## config.mk

```make
export PLATFORM = sky130hd
export DESIGN_NAME = counting_semaphore_wait_queue
export DESIGN_NICKNAME = d
export VERILOG_FILES = /design/src/rtl/core/cswq_pkg.sv /design/src/rtl/core/cswq_link_ram.sv /design/src/rtl/core/cswq_seq.sv /design/src/rtl/core/counting_semaphore_wait_queue.sv
export VERILOG_INCLUDE_DIRS = /design/src /design/src/rtl/core
export SDC_FILE = /design/constraint.sdc
export NUM_CORES = 1
export LEC_CHECK = 0
export BUFFER_PORTS_ARGS = -buffer_cell sky130_fd_sc_hd__buf_2
export CORE_MARGIN = 1
export CORE_UTILIZATION = 25
export CTS_BUF_LIST = sky130_fd_sc_hd__clkbuf_4
export CTS_CLUSTER_DIAMETER = 80
export DETAILED_ROUTE_END_ITERATION = 10
export MAX_ROUTING_LAYER = met4
export PLACE_DENSITY_LB_ADDON = 0.05
export SETUP_SLACK_MARGIN = 0.05
export SYNTH_ARGS = -nofsm -noshare
export SYNTH_HDL_FRONTEND = slang
export SYNTH_HIERARCHICAL = 1
export SYNTH_SLANG_ARGS = --single-unit
```

## constraint.sdc

```tcl
create_clock -name clock -period 10.02 [get_ports clock]
set_input_delay 2.505 -clock clock [delete_from_list [all_inputs] [get_ports clock]]
set_output_delay 2.505 -clock clock [all_outputs]
set_load 0.03 [all_outputs]
```

## src/rtl/core/counting_semaphore_wait_queue_defines.svh

```systemverilog
// Assertion macros for the counting semaphore wait queue.
// Expects signals named clock and reset in the module that uses them.
`ifndef COUNTING_SEMAPHORE_WAIT_QUEUE_DEFINES_SVH
`define COUNTING_SEMAPHORE_WAIT_QUEUE_DEFINES_SVH

// check a property on every clock edge outside reset
`define CSWQ_ASSERT(name, prop, msg) \
   name: assert property (@(posedge clock) disable iff (reset) (prop)) else $error(msg);

// check that a condition is followed by a consequence in the next clock cycle
`define CSWQ_ASSERT_NEXT(name, cond, cons, msg) \
   name: assert property (@(posedge clock) disable iff (reset) (cond) |=> (cons)) else $error(msg);

`endif

```

## src/rtl/core/cswq_pkg.sv

```systemverilog
// Shared types and constants for the counting semaphore wait queue.
// No dependencies; imported by cswq_seq and the top module, not by the link RAM.
`timescale 1ns / 1ps

package cswq_pkg;

   localparam int DEFAULT_TASKS       = 16;
   localparam int DEFAULT_COUNT_WIDTH = 16;
   localparam int TASK_ID_W           = 4;
   localparam int REG_W               = 16;
   localparam int COUNT_OUT_W         = 16;
   localparam int CSR_INDEX_W         = 2;

   localparam logic [CSR_INDEX_W-1:0] CSR_INIT_COUNT = 2'd0;
   localparam logic [CSR_INDEX_W-1:0] CSR_CEILING    = 2'd1;

   typedef enum logic [1:0] {
      KIND_WAIT    = 2'd0,
      KIND_POST    = 2'd1,
      KIND_CANCEL  = 2'd2,
      KIND_DESTROY = 2'd3
   } kind_type;

   typedef enum logic [2:0] {
      ST_GRANTED   = 3'd0,
      ST_BLOCK     = 3'd1,
      ST_POSTED    = 3'd2,
      ST_WOKEN     = 3'd3,
      ST_TIMEOUT   = 3'd4,
      ST_ERROR     = 3'd5,
      ST_DESTROYED = 3'd6
   } status_type;

   typedef enum logic [2:0] {
      S_IDLE = 3'b001,
      S_EXEC = 3'b010,
      S_WALK = 3'b100
   } state_type;

   typedef struct packed {
      kind_type               kind;
      logic [TASK_ID_W-1:0]   task_id;
   } req_type;

   typedef struct packed {
      status_type             status;
      logic [TASK_ID_W-1:0]   woken_task;
      logic [COUNT_OUT_W-1:0] count_now;
      logic                   last;
   } rsp_type;

   typedef struct packed {
      logic load;
      logic make_valid;
   } setup_type;

endpackage

```

## src/rtl/core/cswq_link_ram.sv

```systemverilog
// Synchronous link memory, one write port and one registered read port.
// Holds next or previous pointers of the wait queue; no dependencies.
`timescale 1ns / 1ps

module cswq_link_ram #(
   parameter int DEPTH = 16,
   parameter int AW    = 4,
   parameter int DW    = 4
) (
   input  logic          clock,
   input  logic          wr_en,
   input  logic [AW-1:0] wr_addr,
   input  logic [DW-1:0] wr_data,
   input  logic          rd_en,
   input  logic [AW-1:0] rd_addr,
   output logic [DW-1:0] rd_data
);

   logic [DW-1:0] mem [DEPTH];
   logic [DW-1:0] rd_data_ff;

   always_ff @(posedge clock) begin
      if (wr_en) begin
         mem[wr_addr] <= wr_data;
      end
      if (rd_en) begin
         rd_data_ff <= mem[rd_addr];
      end
   end

   assign rd_data = rd_data_ff;

endmodule

```

## src/rtl/core/cswq_seq.sv

```systemverilog
// Request sequencer: count, queue ends, queued bits and result register.
// Uses cswq_pkg, two cswq_link_ram instances and the assertion macros.
`timescale 1ns / 1ps
`include "counting_semaphore_wait_queue_defines.svh"

module cswq_seq #(
   parameter int TASKS       = cswq_pkg::DEFAULT_TASKS,
   parameter int COUNT_WIDTH = cswq_pkg::DEFAULT_COUNT_WIDTH,
   parameter int TW          = 4
) (
   input  logic                    clock,
   input  logic                    reset,
   input  cswq_pkg::setup_type     setup,
   input  logic [COUNT_WIDTH-1:0]  init_count,
   input  logic [COUNT_WIDTH-1:0]  ceiling,
   input  logic                    req_valid,
   output logic                    req_ready,
   input  cswq_pkg::req_type       req_word,
   output logic                    rsp_valid,
   input  logic                    rsp_ready,
   output cswq_pkg::rsp_type       rsp_word
);

   import cswq_pkg::*;

   state_type              state_ff, state_in;
   kind_type               kind_ff, kind_in;
   logic [TASK_ID_W-1:0]   tid_ff, tid_in;
   logic [COUNT_WIDTH-1:0] count_ff, count_in;
   logic                   valid_ff, valid_in;
   logic                   empty_ff, empty_in;
   logic [TW-1:0]          head_ff, head_in;
   logic [TW-1:0]          tail_ff, tail_in;
   logic [TASKS-1:0]       queued_ff, queued_in;
   logic                   rsp_valid_ff, rsp_valid_in;
   rsp_type                rsp_ff, rsp_in;

   logic          rd_en;
   logic [TW-1:0] rd_addr;
   logic [TW-1:0] next_rd, prev_rd;
   logic          next_we, prev_we;
   logic [TW-1:0] next_wa, next_wd, prev_wa, prev_wd;

   logic          req_fire, out_free, tok, t_queued;
   logic [TW-1:0] t_idx, u_idx;
   logic          unlink, emit, emit_last;
   status_type    emit_status;
   logic [TW-1:0] emit_task;

   cswq_link_ram #(.DEPTH(TASKS), .AW(TW), .DW(TW)) u_next_ram (
      .clock   (clock),
      .wr_en   (next_we),
      .wr_addr (next_wa),
      .wr_data (next_wd),
      .rd_en   (rd_en),
      .rd_addr (rd_addr),
      .rd_data (next_rd)
   );

   cswq_link_ram #(.DEPTH(TASKS), .AW(TW), .DW(TW)) u_prev_ram (
      .clock   (clock),
      .wr_en   (prev_we),
      .wr_addr (prev_wa),
      .wr_data (prev_wd),
      .rd_en   (rd_en),
      .rd_addr (rd_addr),
      .rd_data (prev_rd)
   );

   assign req_ready = (state_ff == S_IDLE);
   assign req_fire  = req_valid && req_ready;
   assign out_free  = !rsp_valid_ff || rsp_ready;
   assign t_idx     = TW'(tid_ff);
   assign tok       = 32'(tid_ff) < TASKS;
   assign t_queued  = tok && queued_ff[t_idx];
   assign u_idx     = (state_ff == S_EXEC && kind_ff == KIND_CANCEL) ? t_idx : head_ff;

   always_comb begin
      state_in     = state_ff;
      kind_in      = kind_ff;
      tid_in       = tid_ff;
      count_in     = count_ff;
      valid_in     = valid_ff;
      empty_in     = empty_ff;
      head_in      = head_ff;
      tail_in      = tail_ff;
      queued_in    = queued_ff;
      rsp_valid_in = rsp_valid_ff && !rsp_ready;
      rsp_in       = rsp_ff;
      rd_en        = 1'b0;
      rd_addr      = TW'(req_word.task_id);
      next_we      = 1'b0;
      next_wa      = '0;
      next_wd      = '0;
      prev_we      = 1'b0;
      prev_wa      = '0;
      prev_wd      = '0;
      unlink       = 1'b0;
      emit         = 1'b0;
      emit_last    = 1'b1;
      emit_status  = ST_ERROR;
      emit_task    = '0;

      unique case (state_ff)
         S_IDLE: begin
            if (req_fire) begin
               kind_in  = req_word.kind;
               tid_in   = req_word.task_id;
               rd_en    = 1'b1;
               if (req_word.kind == KIND_POST || req_word.kind == KIND_DESTROY) begin
                  rd_addr = head_ff;
               end
               state_in = S_EXEC;
            end
         end
         S_EXEC: begin
            if (out_free) begin
               state_in = S_IDLE;
               emit     = 1'b1;
               unique case (kind_ff)
                  KIND_WAIT: begin
                     if (!valid_ff || !tok || t_queued) begin
                        emit_status = ST_ERROR;
                     end else if (count_ff != '0) begin
                        count_in    = count_ff - 1'b1;
                        emit_status = ST_GRANTED;
                     end else begin
                        queued_in[t_idx] = 1'b1;
                        if (empty_ff) begin
                           head_in  = t_idx;
                           empty_in = 1'b0;
                        end else begin
                           next_we = 1'b1;
                           next_wa = tail_ff;
                           next_wd = t_idx;
                           prev_we = 1'b1;
                           prev_wa = t_idx;
                           prev_wd = tail_ff;
                        end
                        tail_in     = t_idx;
                        emit_status = ST_BLOCK;
                     end
                  end
                  KIND_POST: begin
                     if (!valid_ff) begin
                        emit_status = ST_ERROR;
                     end else if (!empty_ff) begin
                        unlink      = 1'b1;
                        emit_status = ST_WOKEN;
                        emit_task   = head_ff;
                     end else begin
                        if (count_ff < ceiling) begin
                           count_in = count_ff + 1'b1;
                        end
                        emit_status = ST_POSTED;
                     end
                  end
                  KIND_CANCEL: begin
                     if (t_queued) begin
                        unlink      = 1'b1;
                        emit_status = ST_TIMEOUT;
                     end else begin
                        emit_status = ST_ERROR;
                     end
                  end
                  KIND_DESTROY: begin
                     if (!valid_ff) begin
                        emit_status = ST_ERROR;
                     end else begin
                        emit     = 1'b0;
                        state_in = S_WALK;
                     end
                  end
                  default: begin
                     emit_status = ST_ERROR;
                  end
               endcase
            end
         end
         S_WALK: begin
            if (out_free) begin
               emit = 1'b1;
               if (!empty_ff) begin
                  unlink      = 1'b1;
                  emit_status = ST_WOKEN;
                  emit_task   = head_ff;
                  emit_last   = 1'b0;
                  rd_en       = 1'b1;
                  rd_addr     = next_rd;
               end else begin
                  emit_status = ST_DESTROYED;
                  valid_in    = 1'b0;
                  queued_in   = '0;
                  empty_in    = 1'b1;
                  state_in    = S_IDLE;
               end
            end
         end
         default: begin
            state_in = S_IDLE;
         end
      endcase

      if (unlink) begin
         queued_in[u_idx] = 1'b0;
         if (u_idx == head_ff && u_idx == tail_ff) begin
            empty_in = 1'b1;
         end else if (u_idx == head_ff) begin
            head_in = next_rd;
         end else if (u_idx == tail_ff) begin
            tail_in = prev_rd;
         end else begin
            next_we = 1'b1;
            next_wa = prev_rd;
            next_wd = next_rd;
            prev_we = 1'b1;
            prev_wa = next_rd;
            prev_wd = prev_rd;
         end
      end

      if (emit) begin
         rsp_valid_in      = 1'b1;
         rsp_in.status     = emit_status;
         rsp_in.woken_task = TASK_ID_W'(emit_task);
         rsp_in.count_now  = COUNT_OUT_W'(count_in);
         rsp_in.last       = emit_last;
      end

      if (setup.load) begin
         count_in  = init_count;
         valid_in  = setup.make_valid;
         empty_in  = 1'b1;
         head_in   = '0;
         tail_in   = '0;
         queued_in = '0;
      end
   end

   always_ff @(posedge clock) begin
      if (reset) begin
         state_ff     <= S_IDLE;
         count_ff     <= '0;
         valid_ff     <= 1'b1;
         empty_ff     <= 1'b1;
         head_ff      <= '0;
         tail_ff      <= '0;
         queued_ff    <= '0;
         rsp_valid_ff <= 1'b0;
      end else begin
         state_ff     <= state_in;
         count_ff     <= count_in;
         valid_ff     <= valid_in;
         empty_ff     <= empty_in;
         head_ff      <= head_in;
         tail_ff      <= tail_in;
         queued_ff    <= queued_in;
         rsp_valid_ff <= rsp_valid_in;
      end
   end

   always_ff @(posedge clock) begin
      kind_ff <= kind_in;
      tid_ff  <= tid_in;
      rsp_ff  <= rsp_in;
   end

   assign rsp_valid = rsp_valid_ff;
   assign rsp_word  = rsp_ff;

   `CSWQ_ASSERT(a_empty_matches_queued, empty_ff == (queued_ff == '0), "empty flag mismatch")
   `CSWQ_ASSERT(a_ends_queued, !empty_ff |-> (queued_ff[head_ff] && queued_ff[tail_ff]), "bad ends")
   `CSWQ_ASSERT(a_partial_in_walk, (rsp_valid_ff && !rsp_ff.last) |-> (state_ff == S_WALK), "stray")
   `CSWQ_ASSERT(a_count_bounded, valid_ff |-> (count_ff <= ceiling), "count above maximum")
   `CSWQ_ASSERT_NEXT(a_walk_drains, state_ff == S_WALK && out_free && !empty_ff && head_ff == tail_ff, empty_ff, "stuck")

endmodule

```

## src/rtl/core/counting_semaphore_wait_queue.sv

```systemverilog
// Counting semaphore with a FIFO wait queue of task numbers. A wait, post or
// timeout cancel reads the next and previous links of the addressed task (the
// queue head for a post), then, once the result register is free, updates
// the queue ends and writes the links back. A destroy wakes the queued tasks
// in turn, paced by the read of the next link of the head. The result register
// lets the next request be accepted while a result still waits to be taken.
// A write to either count register reloads the count, empties the queue
// and sets the block valid when the initial count does not exceed the maximum;
// the link memories need no clearing pass. Write registers only while idle.
`timescale 1ns / 1ps

module counting_semaphore_wait_queue #(
   parameter int TASKS       = cswq_pkg::DEFAULT_TASKS,
   parameter int COUNT_WIDTH = cswq_pkg::DEFAULT_COUNT_WIDTH
) (
   input  logic                                 clock,
   input  logic                                 reset,
   input  logic                                 csr_write_en,
   input  logic [cswq_pkg::CSR_INDEX_W-1:0]     csr_index,
   input  logic [cswq_pkg::REG_W-1:0]           csr_wdata,
   input  logic                                 req_valid,
   output logic                                 req_ready,
   input  cswq_pkg::req_type                    req_word,
   output logic                                 rsp_valid,
   input  logic                                 rsp_ready,
   output cswq_pkg::rsp_type                    rsp_word
);

   import cswq_pkg::*;

   localparam int TW = (TASKS > 1) ? $clog2(TASKS) : 1;
   localparam logic [32:0] COUNT_LIMIT = (33'd1 << COUNT_WIDTH) - 33'd1;

   function automatic logic [COUNT_WIDTH-1:0] sat_count(input logic [REG_W-1:0] v);
      return (33'(v) > COUNT_LIMIT) ? '1 : COUNT_WIDTH'(v);
   endfunction

   logic [REG_W-1:0]       init_reg_ff, init_reg_in;
   logic [REG_W-1:0]       max_reg_ff, max_reg_in;
   logic [COUNT_WIDTH-1:0] init_sat, max_sat;
   setup_type              setup;

   always_comb begin
      init_reg_in = init_reg_ff;
      max_reg_in  = max_reg_ff;
      setup.load  = 1'b0;
      if (csr_write_en) begin
         unique case (csr_index)
            CSR_INIT_COUNT: begin
               init_reg_in = csr_wdata;
               setup.load  = 1'b1;
            end
            CSR_CEILING: begin
               max_reg_in = csr_wdata;
               setup.load = 1'b1;
            end
            default: begin
               setup.load = 1'b0;
            end
         endcase
      end
      init_sat         = sat_count(init_reg_in);
      setup.make_valid = init_sat <= sat_count(max_reg_in);
      max_sat          = sat_count(max_reg_ff);
   end

   always_ff @(posedge clock) begin
      if (reset) begin
         init_reg_ff <= '0;
         max_reg_ff  <= REG_W'(1);
      end else begin
         init_reg_ff <= init_reg_in;
         max_reg_ff  <= max_reg_in;
      end
   end

   cswq_seq #(
      .TASKS       (TASKS),
      .COUNT_WIDTH (COUNT_WIDTH),
      .TW          (TW)
   ) u_seq (
      .clock      (clock),
      .reset      (reset),
      .setup      (setup),
      .init_count (init_sat),
      .ceiling    (max_sat),
      .req_valid  (req_valid),
      .req_ready  (req_ready),
      .req_word   (req_word),
      .rsp_valid  (rsp_valid),
      .rsp_ready  (rsp_ready),
      .rsp_word   (rsp_word)
   );

endmodule
```

==> results.yml <==
detailed_routing:
  num_vias: 8840
  ant_nets: 0
  drtPass1Iterations: 5
  drc: 0
  drt_iter0_drc: 489
  wire_per_inst_um: 20.3
  postRouteWirelength_mm: 37.8
  via_per_inst: 4.74
outcome:
  status: "complete, no violations"
sta:
  holdWs_ns: 0.530
  relSlewSlack: 0.248
  min_period_ns: 5.56
  tightest_slew_ns: 1.13
  finalMaxSlewViolations: 0
  hold_viol_final: 0
  setup_viol: 0
  fin_crit_sh: 0.555
  finClkSkew_ns: 0.0747
  finalSetupTns_ns: 0
  setup_ws_ns: 4.46
  fmax_ghz: 0.180
  grt_setup_unrepaired: "false"
yosys:
  avgSynthCellArea_um2: 11.8
  post_synth_inst_count: 1056
  synth_xor_xnor_area_share: 0.00422
  ys_warn_count: 6
  yosysTopAreaCell: "edfxtp_1"
  synthFlopType: "edfxtp_1"
  synth_enable_flop_cells: 166
  synth_top_family_by_area: "simple AND/OR/NAND/NOR gates"
  synthArstFlopShare: 0
  synthTopCellsByArea: "edfxtp_1 40%, dfxtp_1 13%, mux4_1 5.9%"
  synthSimpleGateAreaFrac: 0.151
  ys_types: 88
  synthMuxAreaShare: 0.122
  netlist.area_leader.share: 0.400
  synth-seq-area-share: 0.525
  synth_seq_cells: 244
  synth_fa_ha_area_frac: 0.0372
  synth_compound_area_frac: 0.116
  synth_nets: 1122
  syn_area_mm2: 0.0125
global_route:
  grt_start_max_net_pins: 33
  grt_pass1_wl_mm: 57.2
  antenna_found_initial: 1
  overflow: 0
  grt_pass1_vias: 9114
  gr-usage-all-layers: 0.158
setup_path:
  r2r_end: "u_seq/u_next_ram/mem[6][2]"
  crit_type: "in -> reg"
  critPathLaunchType: "input port"
  r2r_start: "u_seq/kind_ff[0]"
  crit_required_ns: 10.47
  endpoint_kind: "flip-flop"
  crit_path_start: "rsp_ready"
  rrSetupSlack_ns: 4.76
  crit_end: "u_seq/u_next_ram/mem[6][2]"
  cp_max_fo: 23
  worstPathArrival_ns: 6.01
  reg2regPathDepth: 10
final_layout:
  fillers: 5170
  finalNonFillerCells: 1864
  fin_area_mm2: 0.0143
  area_delta_synth_final_pct: 14.9
  nets: 1207
  layout-drive-gt1-share: 0.215
  fin_util: 0.292
power_and_ir_drop:
  p_clk_frac: 0.436
  seq_power_share: 0.468
  leakage_nw: 4.78
  power_density_mw_per_mm2: 167
  irDropWorstVdd_uv: 80.5
  fin_total_pwr_mw: 2.39
  p_int_mw: 1.74
  switchingPower_mw: 0.641
  p_comb_frac: 0.095
  p_sw_frac: 0.269
clocking:
  insertion_delay_ns: 0.80
  cts-root-buf: "clkbuf_4"
  clock_sinks: 244
  postCtsSetupBuffers: 0
  htreeDepth: 3
  cts_resized: 0
  cts_made_buffers: 76
  cts_tree: "done"
  cts.reportedPaths.clkPinSlew_ns: 0.06
  clockBufferDepth: 3
  cts.hold.buffers_added: 0
floorplanning:
  dieArea_mm2: 0.0507
  core_mm2: 0.0491
  die_h_um: 225
  fp.dieW_um: 225
  rows: 81
  initial_core_util: 0.254
  ios: 55
placed_design:
  place_worst_setup_slack_ns: 3.58
  hpwl_mm: 26.0
  dp.cells: 1727
  gp_congestion: 0.768
  io_buffers: 54
  detailed_place.area_mm2: 0.0133
flow_run:
  maxCapViolations: 0
hold_path:
  worstHoldPathType: "reg -> reg"
## cells in the final DEF, fill, tap and decap left out, drive strengths merged, types with 28 or more instances in the layout
| cell | count |
|---|---|
| a22oi | 29 |
| buf | 69 |
| clkbuf | 115 |
| inv | 44 |
| edfxtp | 166 |
| nand3 | 37 |
| nor2 | 108 |
| dfxtp | 78 |
| mux2i | 34 |
| a21oi | 59 |
| mux4 | 36 |
| nor2b | 28 |
| ha | 37 |
| nand2 | 78 |
## registers in the layout, indices dropped and copies added (netlist names)
name	count
u_seq/u_next_ram/mem	64
u_seq/u_prev_ram/rd_data	4
init_reg_ff	16
max_reg_ff	16
u_seq/t_idx	4
u_seq/kind_ff	2
u_seq/count_ff	16
u_seq/tail_ff	4
u_seq/u_next_ram/rd_data	4
u_seq/rsp_word	24
u_seq/queued_ff	16
u_seq/empty_ff	1
u_seq/head_ff	4
u_seq/rsp_valid	1
u_seq/u_prev_ram/mem	64
u_seq/valid_ff	1
u_seq/state_ff	3
## power by group through the flow
stage / clock network (mW) / registers [mW] / logic, mW
floorplan: 0 / 1.12 / 0.180
finish: 1.04 / 1.12 / 0.228
CTS: 1.10 / 1.12 / 0.232
global route: 1.14 / 1.12 / 0.255
detailed placement: 0 / 1.14 / 0.232
global placement: 0 / 1.14 / 0.233
## worst min-delay path by stage
stage / startpoint / end / slack [ns] / cells past startpoint
floorplan: init_reg_ff[0] / init_reg_ff[0] / 0.48 / 2
global placement: max_reg_ff[6] / max_reg_ff[6] / 0.52 / 2
detailed placement: max_reg_ff[6] / max_reg_ff[6] / 0.52 / 2
CTS: max_reg_ff[6] / max_reg_ff[6] / 0.53 / 2
global route: max_reg_ff[6] / max_reg_ff[6] / 0.57 / 2
finish: max_reg_ff[6] / max_reg_ff[6] / 0.53 / 2
## cell type report
class / instances / area, µm² / share of cell area
inverters: 44 / 165 / 0.0115
flip-flops and latches: 244 / 6550 / 0.457
clock buffers: 115 / 863 / 0.0603
clock inverters: 20 / 146 / 0.0102
repair buffers: 69 / 383 / 0.0267
multi-input cells: 706 / 5380 / 0.376
diodes: 2 / 5.00 / 0.000349
well taps: 664 / 831 / 0.0580
## cell usage after synthesis, types with 7 or more instances
| master | count |
|---|---|
| a2111oi_0 | 7 |
| a211oi_1 | 16 |
| a21oi_1 | 59 |
| a22oi_1 | 29 |
| a311oi_1 | 13 |
| a31oi_1 | 8 |
| and2_1 | 7 |
| and3_1 | 8 |
| clkbuf_1 | 36 |
| dfxtp_1 | 78 |
| edfxtp_1 | 166 |
| ha_1 | 37 |
| inv_1 | 42 |
| mux2_2 | 15 |
| mux2i_1 | 34 |
| mux4_1 | 28 |
| mux4_2 | 8 |
| nand2_1 | 77 |
| nand2b_1 | 9 |
| nand3_1 | 36 |
| nand4_1 | 10 |
| nor2_1 | 106 |
| nor2b_1 | 23 |
| nor3_1 | 26 |
| o21a_1 | 7 |
| o21ai_0 | 26 |
| or3_1 | 7 |
## critical path, cell delays in order
cell and delay [ns]:
buf_2 0.09, nor2b_1 0.16, nor4_1 0.73, nand3_2 0.45, nor2_4 0.33, nand2_1 0.10
o21ai_2 0.86, nand2b_1 0.37, nor2_1 0.40
## kinds of logic after synthesis
group           count (synthesis)
simple gates                  361
flops                         244
compound gates                211
buf+inv                       106
mux                            91
fa+ha+maj                      37
xor+xnor                        6
## routing by layer
layer | track usage | share of wire
met5 | - | 0
met4 | 0.0647 | 0.030
met3 | 0.0338 | 0.038
met2 | 0.245 | 0.47
met1 | 0.199 | 0.46
(Power assumes the default switching activity.)
